==> config.mk <==
export PLATFORM = sky130hd
export DESIGN_NAME = triangle_wave_channel_flat
export DESIGN_NICKNAME = d
export VERILOG_FILES = /design/src/design/twc_pkg.sv /design/src/design/twc_cmd_if.sv /design/src/design/twc_rsp_if.sv /design/src/design/twc_in_stage.sv /design/src/design/twc_core.sv /design/src/design/twc_out_stage.sv /design/src/design/triangle_wave_channel.sv /design/src/flat_wrapper.sv
export SDC_FILE = /design/constraint.sdc
export NUM_CORES = 1
export LEC_CHECK = 0
export BUFFER_PORTS_ARGS = -buffer_cell sky130_fd_sc_hd__buf_2
export CAP_MARGIN = 5
export CORE_ASPECT_RATIO = 1.25
export CORE_UTILIZATION = 55
export CTS_CLUSTER_DIAMETER = 50
export DETAILED_ROUTE_END_ITERATION = 8
export GPL_TIMING_DRIVEN = 1
export PLACE_DENSITY = 0.77
export SLEW_MARGIN = 25
export SYNTH_ARGS = -nofsm -noshare
export SYNTH_HDL_FRONTEND = slang
export SYNTH_SLANG_ARGS = --single-unit
==> constraint.sdc <==
create_clock -name clk -period 5.35 [get_ports clk]
set_clock_uncertainty 0.05 [all_clocks]
set_input_delay 1.07 -clock clk [delete_from_list [all_inputs] [get_ports clk]]
set_output_delay 1.07 -clock clk [all_outputs]
set_load 0.02 [all_outputs]
==> src/design/twc_pkg.sv <==
`default_nettype none
// ----------------------------------------------------------------------------
// twc_pkg: shared types, codes and tables for the triangle wave channel
// Field widths, action and register codes, the length table and the
// sequence level map.
// ----------------------------------------------------------------------------
package twc_pkg;

    localparam int ACTION_W = 3;
    localparam int ADDR_W   = 2;
    localparam int DATA_W   = 8;
    localparam int LEVEL_W  = 4;
    localparam int STEPS_W  = 2;
    localparam int PERIOD_W = 11;
    localparam int DIV_W    = 12;
    localparam int LEN_W    = 8;
    localparam int LIN_W    = 7;
    localparam int SEQ_W    = 5;
    localparam int LEN_IDX_W = 5;

    // Action codes
    localparam logic [ACTION_W-1:0] ACT_REG_WRITE = 3'd0;
    localparam logic [ACTION_W-1:0] ACT_ENABLE    = 3'd1;
    localparam logic [ACTION_W-1:0] ACT_STATUS    = 3'd2;
    localparam logic [ACTION_W-1:0] ACT_QUARTER   = 3'd3;
    localparam logic [ACTION_W-1:0] ACT_HALF      = 3'd4;
    localparam logic [ACTION_W-1:0] ACT_TICK      = 3'd5;

    // Channel register indexes
    localparam logic [ADDR_W-1:0] REG_LINEAR    = 2'd0;
    localparam logic [ADDR_W-1:0] REG_UNUSED    = 2'd1;
    localparam logic [ADDR_W-1:0] REG_PERIOD_LO = 2'd2;
    localparam logic [ADDR_W-1:0] REG_PERIOD_HI = 2'd3;

    typedef struct packed {
        logic [ACTION_W-1:0] action;
        logic [ADDR_W-1:0]   reg_address;
        logic [DATA_W-1:0]   write_data;
    } item_t;

    typedef struct packed {
        logic [LEVEL_W-1:0] level;
        logic [STEPS_W-1:0] steps_taken;
        logic               status_bit;
    } result_t;

    function automatic logic [LEN_W-1:0] length_lookup(input logic [LEN_IDX_W-1:0] idx);
        logic [LEN_W-1:0] val;
        case (idx)
            5'd0:    val = 8'd10;
            5'd1:    val = 8'd254;
            5'd2:    val = 8'd20;
            5'd3:    val = 8'd2;
            5'd4:    val = 8'd40;
            5'd5:    val = 8'd4;
            5'd6:    val = 8'd80;
            5'd7:    val = 8'd6;
            5'd8:    val = 8'd160;
            5'd9:    val = 8'd8;
            5'd10:   val = 8'd60;
            5'd11:   val = 8'd10;
            5'd12:   val = 8'd14;
            5'd13:   val = 8'd12;
            5'd14:   val = 8'd26;
            5'd15:   val = 8'd14;
            5'd16:   val = 8'd12;
            5'd17:   val = 8'd16;
            5'd18:   val = 8'd24;
            5'd19:   val = 8'd18;
            5'd20:   val = 8'd48;
            5'd21:   val = 8'd20;
            5'd22:   val = 8'd96;
            5'd23:   val = 8'd22;
            5'd24:   val = 8'd192;
            5'd25:   val = 8'd24;
            5'd26:   val = 8'd72;
            5'd27:   val = 8'd26;
            5'd28:   val = 8'd16;
            5'd29:   val = 8'd28;
            5'd30:   val = 8'd32;
            default: val = 8'd30;
        endcase
        return val;
    endfunction

    // Up ramp on the first half, mirrored down ramp on the second half
    function automatic logic [LEVEL_W-1:0] level_of(input logic [SEQ_W-1:0] pos);
        return pos[SEQ_W-1] ? ~pos[LEVEL_W-1:0] : pos[LEVEL_W-1:0];
    endfunction

endpackage
`default_nettype wire

==> src/design/twc_cmd_if.sv <==
`default_nettype none
// ----------------------------------------------------------------------------
// twc_cmd_if: action channel of the triangle wave channel
// Valid/ready handshake carrying one action item.
// ----------------------------------------------------------------------------
interface twc_cmd_if;
    import twc_pkg::*;

    logic                valid;
    logic                ready;
    logic [ACTION_W-1:0] action;
    logic [ADDR_W-1:0]   reg_address;
    logic [DATA_W-1:0]   write_data;

    modport source (output valid, action, reg_address, write_data, input ready);
    modport sink   (input valid, action, reg_address, write_data, output ready);
endinterface
`default_nettype wire

==> src/design/twc_rsp_if.sv <==
`default_nettype none
// ----------------------------------------------------------------------------
// twc_rsp_if: result channel of the triangle wave channel
// Valid/ready handshake carrying one result item.
// ----------------------------------------------------------------------------
interface twc_rsp_if;
    import twc_pkg::*;

    logic               valid;
    logic               ready;
    logic [LEVEL_W-1:0] level;
    logic [STEPS_W-1:0] steps_taken;
    logic               status_bit;

    modport source (output valid, level, steps_taken, status_bit, input ready);
    modport sink   (input valid, level, steps_taken, status_bit, output ready);
endinterface
`default_nettype wire

==> src/design/twc_in_stage.sv <==
`default_nettype none
// ----------------------------------------------------------------------------
// twc_in_stage: input register
// Captures one action item and holds it until the core consumes it.
// ----------------------------------------------------------------------------
module twc_in_stage (
    input  wire logic          clk,
    input  wire logic          rst_n,
    twc_cmd_if.sink            cmd,
    input  wire logic          advance,
    output logic               pending,
    output twc_pkg::item_t     item
);
    import twc_pkg::*;

    logic  valid_reg;
    logic  valid_next;
    item_t item_reg;
    logic  accept;

    assign cmd.ready = !valid_reg || advance;
    assign accept    = cmd.valid && cmd.ready;

    always_comb
    begin
        valid_next = valid_reg;
        if (accept)
        begin
            valid_next = 1'b1;
        end
        else if (advance)
        begin
            valid_next = 1'b0;
        end
    end

    always_ff @(posedge clk or negedge rst_n)
    begin
        if (!rst_n)
        begin
            valid_reg <= 1'b0;
        end
        else
        begin
            valid_reg <= valid_next;
        end
    end

    always_ff @(posedge clk)
    begin
        if (accept)
        begin
            item_reg.action      <= cmd.action;
            item_reg.reg_address <= cmd.reg_address;
            item_reg.write_data  <= cmd.write_data;
        end
    end

    assign pending = valid_reg;
    assign item    = item_reg;

endmodule
`default_nettype wire

==> src/design/twc_core.sv <==
`default_nettype none
// ----------------------------------------------------------------------------
// twc_core: channel state and per-item update
// Holds period, length, linear counter, divider and sequence position, and
// applies one action per fire, producing the result of that action.
// ----------------------------------------------------------------------------
module twc_core (
    input  wire logic          clk,
    input  wire logic          rst_n,
    input  wire logic          fire,
    input  wire twc_pkg::item_t item,
    output twc_pkg::result_t   result
);
    import twc_pkg::*;

    logic [LIN_W-1:0]    lin_reload_reg,  lin_reload_next;
    logic                hold_reg,        hold_next;
    logic [PERIOD_W-1:0] period_reg,      period_next;
    logic [LEN_W-1:0]    length_reg,      length_next;
    logic                reload_reg,      reload_next;
    logic [LIN_W-1:0]    linear_reg,      linear_next;
    logic [DIV_W-1:0]    divider_reg,     divider_next;
    logic [SEQ_W-1:0]    seq_reg,         seq_next;
    logic                enabled_reg,     enabled_next;
    logic                latch_reg,       latch_next;
    logic [LEVEL_W-1:0]  level_reg,       level_next;
    logic [STEPS_W-1:0]  steps;
    logic                live;

    assign live = (linear_reg != '0) && (length_reg != '0) && enabled_reg;

    always_comb
    begin
        lin_reload_next = lin_reload_reg;
        hold_next       = hold_reg;
        period_next     = period_reg;
        length_next     = length_reg;
        reload_next     = reload_reg;
        linear_next     = linear_reg;
        divider_next    = divider_reg;
        seq_next        = seq_reg;
        enabled_next    = enabled_reg;
        latch_next      = latch_reg;
        level_next      = level_reg;
        steps           = '0;

        if (fire)
        begin
            unique case (item.action)
                ACT_REG_WRITE:
                begin
                    unique case (item.reg_address)
                        REG_LINEAR:
                        begin
                            lin_reload_next = item.write_data[LIN_W-1:0];
                            hold_next       = item.write_data[DATA_W-1];
                        end
                        REG_PERIOD_LO:
                        begin
                            period_next[DATA_W-1:0] = item.write_data;
                        end
                        REG_PERIOD_HI:
                        begin
                            period_next[PERIOD_W-1:DATA_W] =
                                item.write_data[PERIOD_W-DATA_W-1:0];
                            length_next = length_lookup(
                                item.write_data[DATA_W-1:DATA_W-LEN_IDX_W]);
                            reload_next = 1'b1;
                            if (latch_reg)
                            begin
                                enabled_next = 1'b1;
                            end
                        end
                        default:
                        begin
                            // unused register: drop the write
                        end
                    endcase
                end
                ACT_ENABLE:
                begin
                    latch_next = item.write_data[0];
                    if (!item.write_data[0])
                    begin
                        enabled_next = 1'b0;
                    end
                end
                ACT_QUARTER:
                begin
                    if (reload_reg)
                    begin
                        linear_next = lin_reload_reg;
                    end
                    else if (linear_reg != '0)
                    begin
                        linear_next = linear_reg - LIN_W'(1);
                    end
                    if (!hold_reg)
                    begin
                        reload_next = 1'b0;
                    end
                end
                ACT_HALF:
                begin
                    if (!hold_reg && (length_reg != '0))
                    begin
                        length_next = length_reg - LEN_W'(1);
                    end
                end
                ACT_TICK:
                begin
                    if (live)
                    begin
                        if (divider_reg == '0)
                        begin
                            if (period_reg == '0)
                            begin
                                // cleared divider and zero period: step twice
                                level_next   = level_of(seq_reg + SEQ_W'(1));
                                seq_next     = seq_reg + SEQ_W'(2);
                                divider_next = DIV_W'(1);
                                steps        = STEPS_W'(2);
                            end
                            else
                            begin
                                level_next   = level_of(seq_reg);
                                seq_next     = seq_reg + SEQ_W'(1);
                                divider_next = DIV_W'(period_reg);
                                steps        = STEPS_W'(1);
                            end
                        end
                        else if (divider_reg == DIV_W'(1))
                        begin
                            level_next   = level_of(seq_reg);
                            seq_next     = seq_reg + SEQ_W'(1);
                            divider_next = DIV_W'(period_reg) + DIV_W'(1);
                            steps        = STEPS_W'(1);
                        end
                        else
                        begin
                            divider_next = divider_reg - DIV_W'(1);
                        end
                    end
                end
                default:
                begin
                    // status read and unknown actions change nothing
                end
            endcase
        end
    end

    always_ff @(posedge clk or negedge rst_n)
    begin
        if (!rst_n)
        begin
            lin_reload_reg <= '0;
            hold_reg       <= 1'b0;
            period_reg     <= '0;
            length_reg     <= '0;
            reload_reg     <= 1'b0;
            linear_reg     <= '0;
            divider_reg    <= '0;
            seq_reg        <= '0;
            enabled_reg    <= 1'b0;
            latch_reg      <= 1'b0;
            level_reg      <= '0;
        end
        else
        begin
            lin_reload_reg <= lin_reload_next;
            hold_reg       <= hold_next;
            period_reg     <= period_next;
            length_reg     <= length_next;
            reload_reg     <= reload_next;
            linear_reg     <= linear_next;
            divider_reg    <= divider_next;
            seq_reg        <= seq_next;
            enabled_reg    <= enabled_next;
            latch_reg      <= latch_next;
            level_reg      <= level_next;
        end
    end

    assign result.level       = level_next;
    assign result.steps_taken = steps;
    assign result.status_bit  = (length_next != '0) && enabled_next;

endmodule
`default_nettype wire

==> src/design/twc_out_stage.sv <==
`default_nettype none
// ----------------------------------------------------------------------------
// twc_out_stage: result register
// Holds one result item until the sink takes it.
// ----------------------------------------------------------------------------
module twc_out_stage (
    input  wire logic            clk,
    input  wire logic            rst_n,
    input  wire logic            load,
    input  wire twc_pkg::result_t result,
    output logic                 free,
    twc_rsp_if.source            rsp
);
    import twc_pkg::*;

    logic    valid_reg;
    logic    valid_next;
    result_t result_reg;

    assign free = !valid_reg || rsp.ready;

    always_comb
    begin
        valid_next = valid_reg;
        if (load)
        begin
            valid_next = 1'b1;
        end
        else if (rsp.ready)
        begin
            valid_next = 1'b0;
        end
    end

    always_ff @(posedge clk or negedge rst_n)
    begin
        if (!rst_n)
        begin
            valid_reg <= 1'b0;
        end
        else
        begin
            valid_reg <= valid_next;
        end
    end

    always_ff @(posedge clk)
    begin
        if (load)
        begin
            result_reg <= result;
        end
    end

    assign rsp.valid       = valid_reg;
    assign rsp.level       = result_reg.level;
    assign rsp.steps_taken = result_reg.steps_taken;
    assign rsp.status_bit  = result_reg.status_bit;

endmodule
`default_nettype wire

==> src/design/triangle_wave_channel.sv <==
`default_nettype none
// ----------------------------------------------------------------------------
// triangle_wave_channel: triangle sound channel
// Register writes, enable, status, frame clocks and ticks in; level, step
// count and status out, one result item per action item.
//
//   port  role    payload
//   cmd   sink    action, reg_address, write_data
//   rsp   source  level, steps_taken, status_bit
//
// One item per cycle sustained while rsp is ready; a result item becomes valid
// on rsp once its action item has passed from cmd through the input register
// and, with the state update, into the result register.
// The channel state updates in the same cycle an item moves from the input
// register to the result register.
// Reset clears all channel state and both stage valids.
// A stall on rsp holds the result register; cmd keeps accepting until the
// input register is also full.
// ----------------------------------------------------------------------------
module triangle_wave_channel (
    input  wire logic  clk,
    input  wire logic  rst_n,
    twc_cmd_if.sink    cmd,
    twc_rsp_if.source  rsp
);
    import twc_pkg::*;

    logic    pending;
    logic    free;
    logic    advance;
    item_t   item;
    result_t result;

    assign advance = pending && free;

    twc_in_stage u_in_stage (
        .clk     (clk),
        .rst_n   (rst_n),
        .cmd     (cmd),
        .advance (advance),
        .pending (pending),
        .item    (item)
    );

    twc_core u_core (
        .clk    (clk),
        .rst_n  (rst_n),
        .fire   (advance),
        .item   (item),
        .result (result)
    );

    twc_out_stage u_out_stage (
        .clk    (clk),
        .rst_n  (rst_n),
        .load   (advance),
        .result (result),
        .free   (free),
        .rsp    (rsp)
    );

endmodule
`default_nettype wire
==> src/flat_wrapper.sv <==
// flat-port wrapper written by rule: the top's interface ports become plain ports
module triangle_wave_channel_flat import twc_pkg::*;
  (clk, rst_n, cmd_valid, cmd_action, cmd_reg_address, cmd_write_data, cmd_ready, rsp_valid, rsp_level, rsp_steps_taken, rsp_status_bit, rsp_ready);
  twc_cmd_if cmd_i ();
  twc_rsp_if rsp_i ();
  input  wire logic clk;
  input  wire logic rst_n;
  input wire logic [$bits(cmd_i.valid)-1:0] cmd_valid;
  input wire logic [$bits(cmd_i.action)-1:0] cmd_action;
  input wire logic [$bits(cmd_i.reg_address)-1:0] cmd_reg_address;
  input wire logic [$bits(cmd_i.write_data)-1:0] cmd_write_data;
  output wire logic [$bits(cmd_i.ready)-1:0] cmd_ready;
  output wire logic [$bits(rsp_i.valid)-1:0] rsp_valid;
  output wire logic [$bits(rsp_i.level)-1:0] rsp_level;
  output wire logic [$bits(rsp_i.steps_taken)-1:0] rsp_steps_taken;
  output wire logic [$bits(rsp_i.status_bit)-1:0] rsp_status_bit;
  input wire logic [$bits(rsp_i.ready)-1:0] rsp_ready;
  assign cmd_i.valid = cmd_valid;
  assign cmd_i.action = cmd_action;
  assign cmd_i.reg_address = cmd_reg_address;
  assign cmd_i.write_data = cmd_write_data;
  assign cmd_ready = cmd_i.ready;
  assign rsp_valid = rsp_i.valid;
  assign rsp_level = rsp_i.level;
  assign rsp_steps_taken = rsp_i.steps_taken;
  assign rsp_status_bit = rsp_i.status_bit;
  assign rsp_i.ready = rsp_ready;
  triangle_wave_channel u_core (.clk(clk), .rst_n(rst_n), .cmd(cmd_i), .rsp(rsp_i));
endmodule
==> results of run 1 <==
[kinds of logic after synthesis]
kind of cell | Yosys count | share of synthesized area [%]
adder cells (fa/ha/maj) | 15 | 3.86
flip-flops | 87 | 46.1
AO/OA/AOI/OAI | 124 | 17.1
multiplexers | 31 | 6.98
buffers and inverters | 46 | 3.84
XOR/XNOR | 18 | 3.24
AND/OR/NAND/NOR | 171 | 18.9
[layout make-up]
| type | instances | share of cell area (%) |
|---|---|---|
| clock inverters | 4 | 0.431 |
| clock buffers | 12 | 2.59 |
| repair buffers | 28 | 2.83 |
| inverters | 23 | 1.65 |
| well taps | 120 | 2.87 |
| flip-flops and latches | 87 | 42.9 |
| multi-input cells | 359 | 46.7 |
[worst max path at each step]
stage	slack (ns)	to	depth (start not counted)
after CTS	2.35	u_core.u_out_stage.rsp.status_bit	7
after floorplan	2.21	u_core.u_out_stage.rsp.status_bit	7
final	2.32	u_core.u_out_stage.rsp.status_bit	7
after global routing	2.10	flop	9
after global placement	2.02	u_core.u_out_stage.rsp.status_bit	7
after detailed placement	1.98	u_core.u_out_stage.rsp.status_bit	7
[metrics by stage]
step | utilization [%] | setup WS (ns) | std cells | power (mW)
after floorplan | - | 2.21 | 492 | 1.54
after global placement | 58.9 | 2.02 | 617 | 1.72
after detailed placement | 58.9 | 1.98 | 617 | 1.74
after CTS | 60.7 | 2.35 | 633 | 2.13
after global routing | 60.7 | 2.10 | 633 | 2.28
final | 60.7 | 2.32 | 633 | 2.13
[worst max-delay path, delay by kind of cell]
kind	cells	cell delay, ns
compound gates	2	0.65
simple gates	4	1.28
buf+inv	1	0.08
[cell usage in the layout (no fill, tap or decap), types with 5 or more instances in the layout]
cell type | Yosys | layout
sky130_fd_sc_hd__a21oi_1 | 22 | 22
sky130_fd_sc_hd__a221o_1 | 5 | 5
sky130_fd_sc_hd__a22o_1 | 5 | 5
sky130_fd_sc_hd__a31oi_1 | 7 | 7
sky130_fd_sc_hd__and3_1 | 5 | 5
sky130_fd_sc_hd__buf_2 | 2 | 25
sky130_fd_sc_hd__clkbuf_8 | 0 | 9
sky130_fd_sc_hd__dfrtp_1 | 60 | 60
sky130_fd_sc_hd__dfxtp_1 | 7 | 7
sky130_fd_sc_hd__edfxtp_1 | 20 | 20
sky130_fd_sc_hd__ha_1 | 15 | 15
sky130_fd_sc_hd__inv_1 | 23 | 23
sky130_fd_sc_hd__mux2_2 | 23 | 23
sky130_fd_sc_hd__mux2i_1 | 8 | 7
sky130_fd_sc_hd__nand2_1 | 44 | 44
sky130_fd_sc_hd__nand2b_1 | 5 | 5
sky130_fd_sc_hd__nand3_1 | 17 | 17
sky130_fd_sc_hd__nor2_1 | 28 | 28
sky130_fd_sc_hd__nor3_1 | 20 | 20
sky130_fd_sc_hd__nor3b_1 | 6 | 6
sky130_fd_sc_hd__o211ai_1 | 6 | 6
sky130_fd_sc_hd__o21ai_0 | 33 | 33
sky130_fd_sc_hd__o221ai_1 | 5 | 5
sky130_fd_sc_hd__o22ai_1 | 5 | 5
sky130_fd_sc_hd__or2_1 | 5 | 5
sky130_fd_sc_hd__or3_1 | 7 | 7
sky130_fd_sc_hd__xnor2_1 | 11 | 11
sky130_fd_sc_hd__xor2_1 | 7 | 7
[where the power goes]
part / switching, mW / total [mW] / leakage, nW / internal (mW)
sequential: 0.138 / 0.930 / 1.04 / 0.791
clock: 0.224 / 0.391 / 0.0801 / 0.167
combinational: 0.477 / 0.807 / 1.06 / 0.330
total: 0.839 / 2.13 / 2.17 / 1.29
[metal layers]
| metal | GRT usage [%] | vias to the layer above |
|---|---|---|
| met5 | 0 | - |
| met4 | 13.3 | 0 |
| met3 | 4.23 | 31 |
| met2 | 41.9 | 116 |
| met1 | 31.1 | 1851 |
| li1 | - | 1854 |
==> run summary, run 1 <==
RUN STATUS
--------------------------------------------------------------------------------------------------------
Status                                                                                         completed

SYNTHESIS
--------------------------------------------------------------------------------------------------------
Yosys top cell area share                                                                          30.9%
Cell type contributing the most total cell area after synthesis                             sky130_fd_sc_hd__dfrtp_1
Total of flip-flops plus latches after synthesis                                                      87
Count of flip-flops with a built-in enable after synthesis                                            20
Most frequent cell after synthesis                                                          sky130_fd_sc_hd__dfrtp_1
Mapped cell area                                                                            0.00486 mm^2
Top cells by instance count after synthesis                                                 sky130_fd_sc_hd__dfrtp_1, sky130_fd_sc_hd__nand2_1, sky130_fd_sc_hd__o21ai_0
Mean instance size in the synthesized netlist                                                  9.88 um^2
Ys flop type                                                                                sky130_fd_sc_hd__dfrtp_1
Total number of yosys warnings                                                                         0
Portion of the post-synthesis area used by sequential elements                                     46.1%
Synth Instances                                                                                      492
Largest cells by area after synthesis                                                       sky130_fd_sc_hd__dfrtp_1, sky130_fd_sc_hd__edfxtp_1, sky130_fd_sc_hd__mux2_2, sky130_fd_sc_hd__ha_1, sky130_fd_sc_hd__nand2_1
Asr flop ratio synth                                                                               69.0%
Distinct cell type count after synthesis                                                              68
Post-Synthesis Net Count                                                                             524

DETAILED ROUTING
--------------------------------------------------------------------------------------------------------
Wire per inst                                                                                    16.6 um
Initial drt markers                                                                                  317
Routed wl met3                                                                                    373 um
Metal1 wirelength                                                                                4.47 mm
Drt pass-1 iters                                                                                       5
Via-to-Cell Ratio                                                                                   6.09
Highest metal layer with signal wires                                                               met4
Detail Route Antenna Nets                                                                              0
Via count                                                                                          3,852
Total length of routed met2 wires                                                                5.25 mm
Post-route DRC violation count                                                                         0
Aggregate routed wire length                                                                     10.5 mm

CRITICAL PATH
--------------------------------------------------------------------------------------------------------
Required time of the worst setup path                                                            5.41 ns
Endpoint of the worst register-to-register path                                             u_core.u_out_stage.rsp.status_bit
Ordered list of cells on the worst path                                                     buf_2, nand2b_1, nand3_2, or2_1, a221o_1, or4_1, o41a_1
CP peak stage delay                                                                              0.52 ns
Critical Path End Type                                                                              flop
Largest fanout of any net on the critical path                                                         8
Setup slack on the worst flop-to-flop path                                                       2.34 ns
Worst reg2reg path startpoint                                                               u_core.u_core.length_reg[0]
Category of the worst setup path launch point                                               primary input
R2r worst-path depth                                                                                   8
CP max stage cell                                                                           sky130_fd_sc_hd__or4_1
Category of the critical setup timing path                                                     in -> reg
Critical path data arrival time                                                                  3.09 ns
Launch point of the critical path                                                              rsp_ready

WORST HOLD PATH
--------------------------------------------------------------------------------------------------------
Min-Delay Path Class                                                                          reg -> reg
Hold Crit Endpoint                                                                          u_core.u_core.length_reg[7]
Cell count of the worst hold path                                                                      2

CLOCKING
--------------------------------------------------------------------------------------------------------
Htree depth                                                                                            3
Post-CTS Repair Setup Buffers                                                                          0
TritonCTS Sinks                                                                                       87
Number of buffers inserted during clock tree synthesis                                                 9
Clock latency at the later pin of the worst-skew pair                                            0.36 ns
Maximum buffer depth of the clock tree                                                                 2
CTS tree                                                                                           built
Number of buffers inserted for hold repair after clock tree synthesis                                  0
Post-CTS clock slew at the launch and capture registers of the worst setup and hold paths        0.08 ns
Post_cts resized                                                                                       0
Clock tree root buffer cell                                                                 sky130_fd_sc_hd__clkbuf_8

GRT
--------------------------------------------------------------------------------------------------------
First-pass GRT wire length                                                                       17.9 mm
Global-route usage over all layers                                                                 25.1%
Grt ovf                                                                                                0
Maximum number of pins on one net before global-route repair                                          61
Vias in the first global route                                                                     3,744
Initial antenna violation count                                                                        0

TIMING
--------------------------------------------------------------------------------------------------------
Clock period minus final worst setup slack                                                       3.03 ns
Highest clock frequency the design can meet                                                      330 MHz
Setup total negative slack                                                                          0 ns
WHS                                                                                             0.427 ns
Slew Viols, Final                                                                                      0
Actual slew at the worst max-slew pin                                                           0.851 ns
Count of final hold-check violations                                                                   0
Fraction of the cycle the final worst path needs                                                   56.6%
RSZ-0062 raised after global routing                                                               false
Max-Slew Margin vs Limit                                                                           41.7%
Final setup violation count                                                                            0

DIE
--------------------------------------------------------------------------------------------------------
Starting density of the core                                                                       56.5%
Count of boundary I/O pins                                                                            26
Die width                                                                                        86.1 um
Die Span Y                                                                                        107 um
Die area                                                                                    0.00922 mm^2
Core region area                                                                            0.00861 mm^2
Std-Cell Rows                                                                                         38

FINAL LAYOUT
--------------------------------------------------------------------------------------------------------
Number of flip-flops in the largest register                                                          13
Design area                                                                                 0.00523 mm^2
Area of all sequential standard cells                                                       0.00224 mm^2
Final net count                                                                                      540
Share of final-layout standard cells stronger than drive strength 1                                13.8%
Multi-input gate area in the final layout                                                   0.00244 mm^2
Area growth, synth to finish                                                                       7.52%
Final-layout fill cell count                                                                         712
Antenna diode count                                                                                    0

PLACEMENT
--------------------------------------------------------------------------------------------------------
Placement Cell Area                                                                         0.00506 mm^2
Post-detail-place hpwl                                                                           7.76 mm
RePlAce Congestion                                                                                 0.932
Number of buffers inserted by port buffering                                                          25

FLOW RUN
--------------------------------------------------------------------------------------------------------
Reported max-cap violation count                                                                       0

PWR
--------------------------------------------------------------------------------------------------------
Standby leakage power                                                                            2.17 nW
Pwr dens                                                                                     407 mW/mm^2
Max rail drop VDD                                                                               0.224 mV

(Power assumes the default switching activity.)
==> run 2: changes to the inputs <==
--- a/config.mk
+++ b/config.mk
@@ -12,7 +12,7 @@
 export CTS_CLUSTER_DIAMETER = 50
 export DETAILED_ROUTE_END_ITERATION = 8
 export GPL_TIMING_DRIVEN = 1
-export PLACE_DENSITY = 0.77
+export PLACE_DENSITY = 0.8
 export SLEW_MARGIN = 25
 export SYNTH_ARGS = -nofsm -noshare
 export SYNTH_HDL_FRONTEND = slang
==> constraint.sdc (replaced) <==
create_clock -name clk -period 2.7 [get_ports clk]
set_clock_uncertainty 0.05 [all_clocks]
set_input_delay 0.54 -clock clk [delete_from_list [all_inputs] [get_ports clk]]
set_output_delay 0.54 -clock clk [all_outputs]
set_load 0.02 [all_outputs]
==> run summary, run 2 (synthesis results as in run 1) <==
RUN STATUS
--------------------------------------------------------------------------------------------------------
Status                                                                                         completed

FINAL LAYOUT
--------------------------------------------------------------------------------------------------------
Util after Layout                                                                                  64.5%   +3.8 points
Design area                                                                                 0.00555 mm^2   +6.2%
Final-layout fill cell count                                                                         689   -3.2%
Commonest cells after routing, fill and taps aside                                          sky130_fd_sc_hd__dfrtp_1, sky130_fd_sc_hd__nand2_1, sky130_fd_sc_hd__o21ai_0, sky130_fd_sc_hd__buf_4, sky130_fd_sc_hd__nor2_1
Multi-input gate area in the final layout                                                   0.00247 mm^2   +1.1%
Final cell count without fillers                                                                     663   +4.7%
Antenna diode count                                                                                    0   unchanged
Area growth, synth to finish                                                                       14.2%
Area of all sequential standard cells                                                       0.00224 mm^2   unchanged
Share of final-layout standard cells stronger than drive strength 1                                19.9%   +6.0 points
Most frequent standard cell in the layout excluding fill and tap cells                      sky130_fd_sc_hd__dfrtp_1
Number of flip-flops in the largest register                                                          13   unchanged
Final net count                                                                                      570   +5.6%

CRITICAL PATH
--------------------------------------------------------------------------------------------------------
Category of cells accounting for the largest share of critical-path delay                   simple AND/OR/NAND/NOR gates
Setup slack on the worst flop-to-flop path                                                       0.09 ns   -2.25 ns
End point of the critical path                                                              u_core.u_out_stage.rsp.status_bit
CP max stage cell                                                                           sky130_fd_sc_hd__or4_1
Worst Path Buf+Inv                                                                                     1   unchanged
Category of the worst setup path launch point                                                       flop
Endpoint of the worst register-to-register path                                             u_core.u_out_stage.rsp.status_bit
Critical Path End Type                                                                              flop
Worst reg2reg path startpoint                                                               u_core.u_core.length_reg[1]
Launch point of the critical path                                                           u_core.u_core.length_reg[1]
Number of cells on the critical path                                                                   8   +1
R2r worst-path depth                                                                                   8   unchanged
Ordered list of cells on the worst path                                                     inv_1, ha_2, nor3b_4, a211oi_2, mux2i_1, a221o_1, or4_1, o41a_1
Largest fanout of any net on the critical path                                                         4   -4
CP peak stage delay                                                                              0.51 ns   about the same
Critical path data arrival time                                                                  2.68 ns   -0.41 ns
Category of the critical setup timing path                                                    reg -> reg
Required time of the worst setup path                                                            2.77 ns   -2.64 ns

TIMING
--------------------------------------------------------------------------------------------------------
Fraction of the cycle the final worst path needs                                                   96.8%
Slew Viols, Final                                                                                      0   unchanged
Max-Slew Margin vs Limit                                                                           64.5%   +23 points
WHS                                                                                            0.0740 ns   -0.353 ns
Highest clock frequency the design can meet                                                      383 MHz
Count of final hold-check violations                                                                   0   unchanged
Clock period minus final worst setup slack                                                       2.61 ns
Final setup violation count                                                                            0   unchanged
RSZ-0062 raised after global routing                                                                true
Actual slew at the worst max-slew pin                                                           0.533 ns   -0.318 ns

GRT
--------------------------------------------------------------------------------------------------------
Global-route usage over all layers                                                                 25.6%   +0.45 points
Maximum number of pins on one net before global-route repair                                          24   -61%
Grt ovf                                                                                                0   unchanged
Vias in the first global route                                                                     3,881   +3.7%
Initial antenna violation count                                                                        0   unchanged
First-pass GRT wire length                                                                       18.2 mm   +1.7%

PWR
--------------------------------------------------------------------------------------------------------
Internal power                                                                                   2.89 mW   +120%
Pwr dens                                                                                     834 mW/mm^2   +100%
Standby leakage power                                                                            2.35 nW   +8.3%
Switching component of the power                                                                 1.74 mW   +110%
Seq pwr share                                                                                      39.8%   -3.9 points
Combinational power share                                                                          39.3%   +1.4 points
Max rail drop VDD                                                                               0.666 mV   +200%
Net switching share of the total power                                                             37.5%   -1.9 points
Clock network fraction of design power                                                             20.9%   +2.5 points

PLACEMENT
--------------------------------------------------------------------------------------------------------
Number of buffers inserted by port buffering                                                          25   unchanged
Number of placed instances with taps included                                                        647   +4.9%
Placement Cell Area                                                                         0.00530 mm^2   +4.7%
Post-detail-place hpwl                                                                           8.21 mm   +5.9%
RePlAce Congestion                                                                                  1.01   +8.4%

CLOCKING
--------------------------------------------------------------------------------------------------------
CTS tree                                                                                           built
Maximum buffer depth of the clock tree                                                                 2   unchanged
Post-CTS Repair Setup Buffers                                                                          0   unchanged
Clock latency at the later pin of the worst-skew pair                                            0.38 ns   +0.02 ns
Htree depth                                                                                            3   unchanged
TritonCTS Sinks                                                                                       87   unchanged
Post-CTS clock slew at the launch and capture registers of the worst setup and hold paths        0.09 ns   about the same
Number of buffers inserted during clock tree synthesis                                                 9   unchanged
Clock tree root buffer cell                                                                 sky130_fd_sc_hd__clkbuf_8

DIE
--------------------------------------------------------------------------------------------------------
Die width                                                                                        86.1 um   unchanged
Die area                                                                                    0.00922 mm^2   unchanged
Starting density of the core                                                                       56.5%   unchanged
Die Span Y                                                                                        107 um   unchanged
Std-Cell Rows                                                                                         38   unchanged
Count of boundary I/O pins                                                                            26   unchanged
Core region area                                                                            0.00861 mm^2   unchanged

DETAILED ROUTING
--------------------------------------------------------------------------------------------------------
Total length of routed met2 wires                                                                5.71 mm   +8.8%
Aggregate routed wire length                                                                     11.0 mm   +4.6%
Post-route DRC violation count                                                                         0   unchanged
Highest metal layer with signal wires                                                               met4
Drt pass-1 iters                                                                                       5   unchanged
Metal1 wirelength                                                                                4.51 mm   +0.85%
Via count                                                                                          3,983   +3.4%
Detail Route Antenna Nets                                                                              0   unchanged
Wire per inst                                                                                    16.5 um   about the same
Via-to-Cell Ratio                                                                                   6.01   -1.3%
Routed wl met3                                                                                    499 um   +34%
Initial drt markers                                                                                  211   -33%

WORST HOLD PATH
--------------------------------------------------------------------------------------------------------
Min-Delay Path Class                                                                         in -> async

FLOW RUN
--------------------------------------------------------------------------------------------------------
Reported max-cap violation count                                                                       0   unchanged

## run 2: cell count changes in the layout (fill, tap and decap cells not counted), sizes merged
| cell | previous run | this run |
|---|---|---|
| buf | 28 | 58 |
| bufinv | 0 | 1 |
| clkinvlp | 1 | 0 |
## run 2: routing by layer
layer | vias up | GRT usage (%)
met3 | 24 | 4.62
met2 | 116 | 45.7
met1 | 1931 | 29.6
met5 | - | 0
met4 | 0 | 11.4
li1 | 1912 | -
## run 2: worst register-to-register path, stage by stage, from the launching register on
cell and delay (ns):
sky130_fd_sc_hd__dfrtp_1 0.38, sky130_fd_sc_hd__inv_1 0.08, sky130_fd_sc_hd__ha_2 0.18, sky130_fd_sc_hd__nor3b_4 0.29, sky130_fd_sc_hd__a211oi_2 0.14, sky130_fd_sc_hd__mux2i_1 0.14, sky130_fd_sc_hd__a221o_1 0.28, sky130_fd_sc_hd__or4_1 0.51
sky130_fd_sc_hd__o41a_1 0.32
## run 2: worst min path at each step
stage / from / endpoint / depth (start not counted)
6_report: rst_n / u_core.u_core.divider_reg[11] / 1
5_1_grt: rst_n / u_core.u_core.divider_reg[6] / 1
4_1_cts: rst_n / u_core.u_core.divider_reg[6] / 1
3_5_place_dp: flop / u_core.u_core.length_reg[7] / 2
3_3_place_gp: flop / u_core.u_core.length_reg[7] / 2
2_1_floorplan: rst_n / u_core.u_core.divider_reg[0] / 0
## run 2: power groups by stage
stage / clock network (mW) / registers (mW) / logic, mW
2_1_floorplan: 0 / 1.76 / 1.29
3_3_place_gp: 0 / 1.84 / 1.72
3_5_place_dp: 0 / 1.86 / 1.76
4_1_cts: 0.987 / 1.83 / 1.78
5_1_grt: 1.03 / 1.88 / 2.03
6_report: 0.968 / 1.84 / 1.82
## run 2: timing repair
action / CTS / global route
hold buffers: 0 / 0
setup endpoints to repair: 1 / 4
gates cloned: 0 / 0
gates resized for setup: 1 / 8
hold endpoints to repair: 0 / 0
pin swaps: 0 / 3
## run 2: area by class of cell
| type | instances | area share, % |
|---|---|---|
| Clock buffer | 12 | 3.00 |
| Clock inverter | 4 | 0.924 |
| Inverter | 23 | 1.56 |
| Multi-Input combinational cell | 359 | 44.5 |
| Sequential cell | 87 | 40.4 |
| Tap cell | 120 | 2.71 |
| Timing Repair Buffer | 58 | 6.94 |
## run 2: metrics by stage
stage	setup WS, ns	power, mW	TNS (ns)
final	0.0870	4.63	0
after global routing	-0.0366	4.94	-0.0366
after detailed placement	-0.0956	3.62	-0.0956
after CTS	0.0355	4.60	0
after floorplan	0.0887	3.05	0
after global placement	0.0230	3.57	0
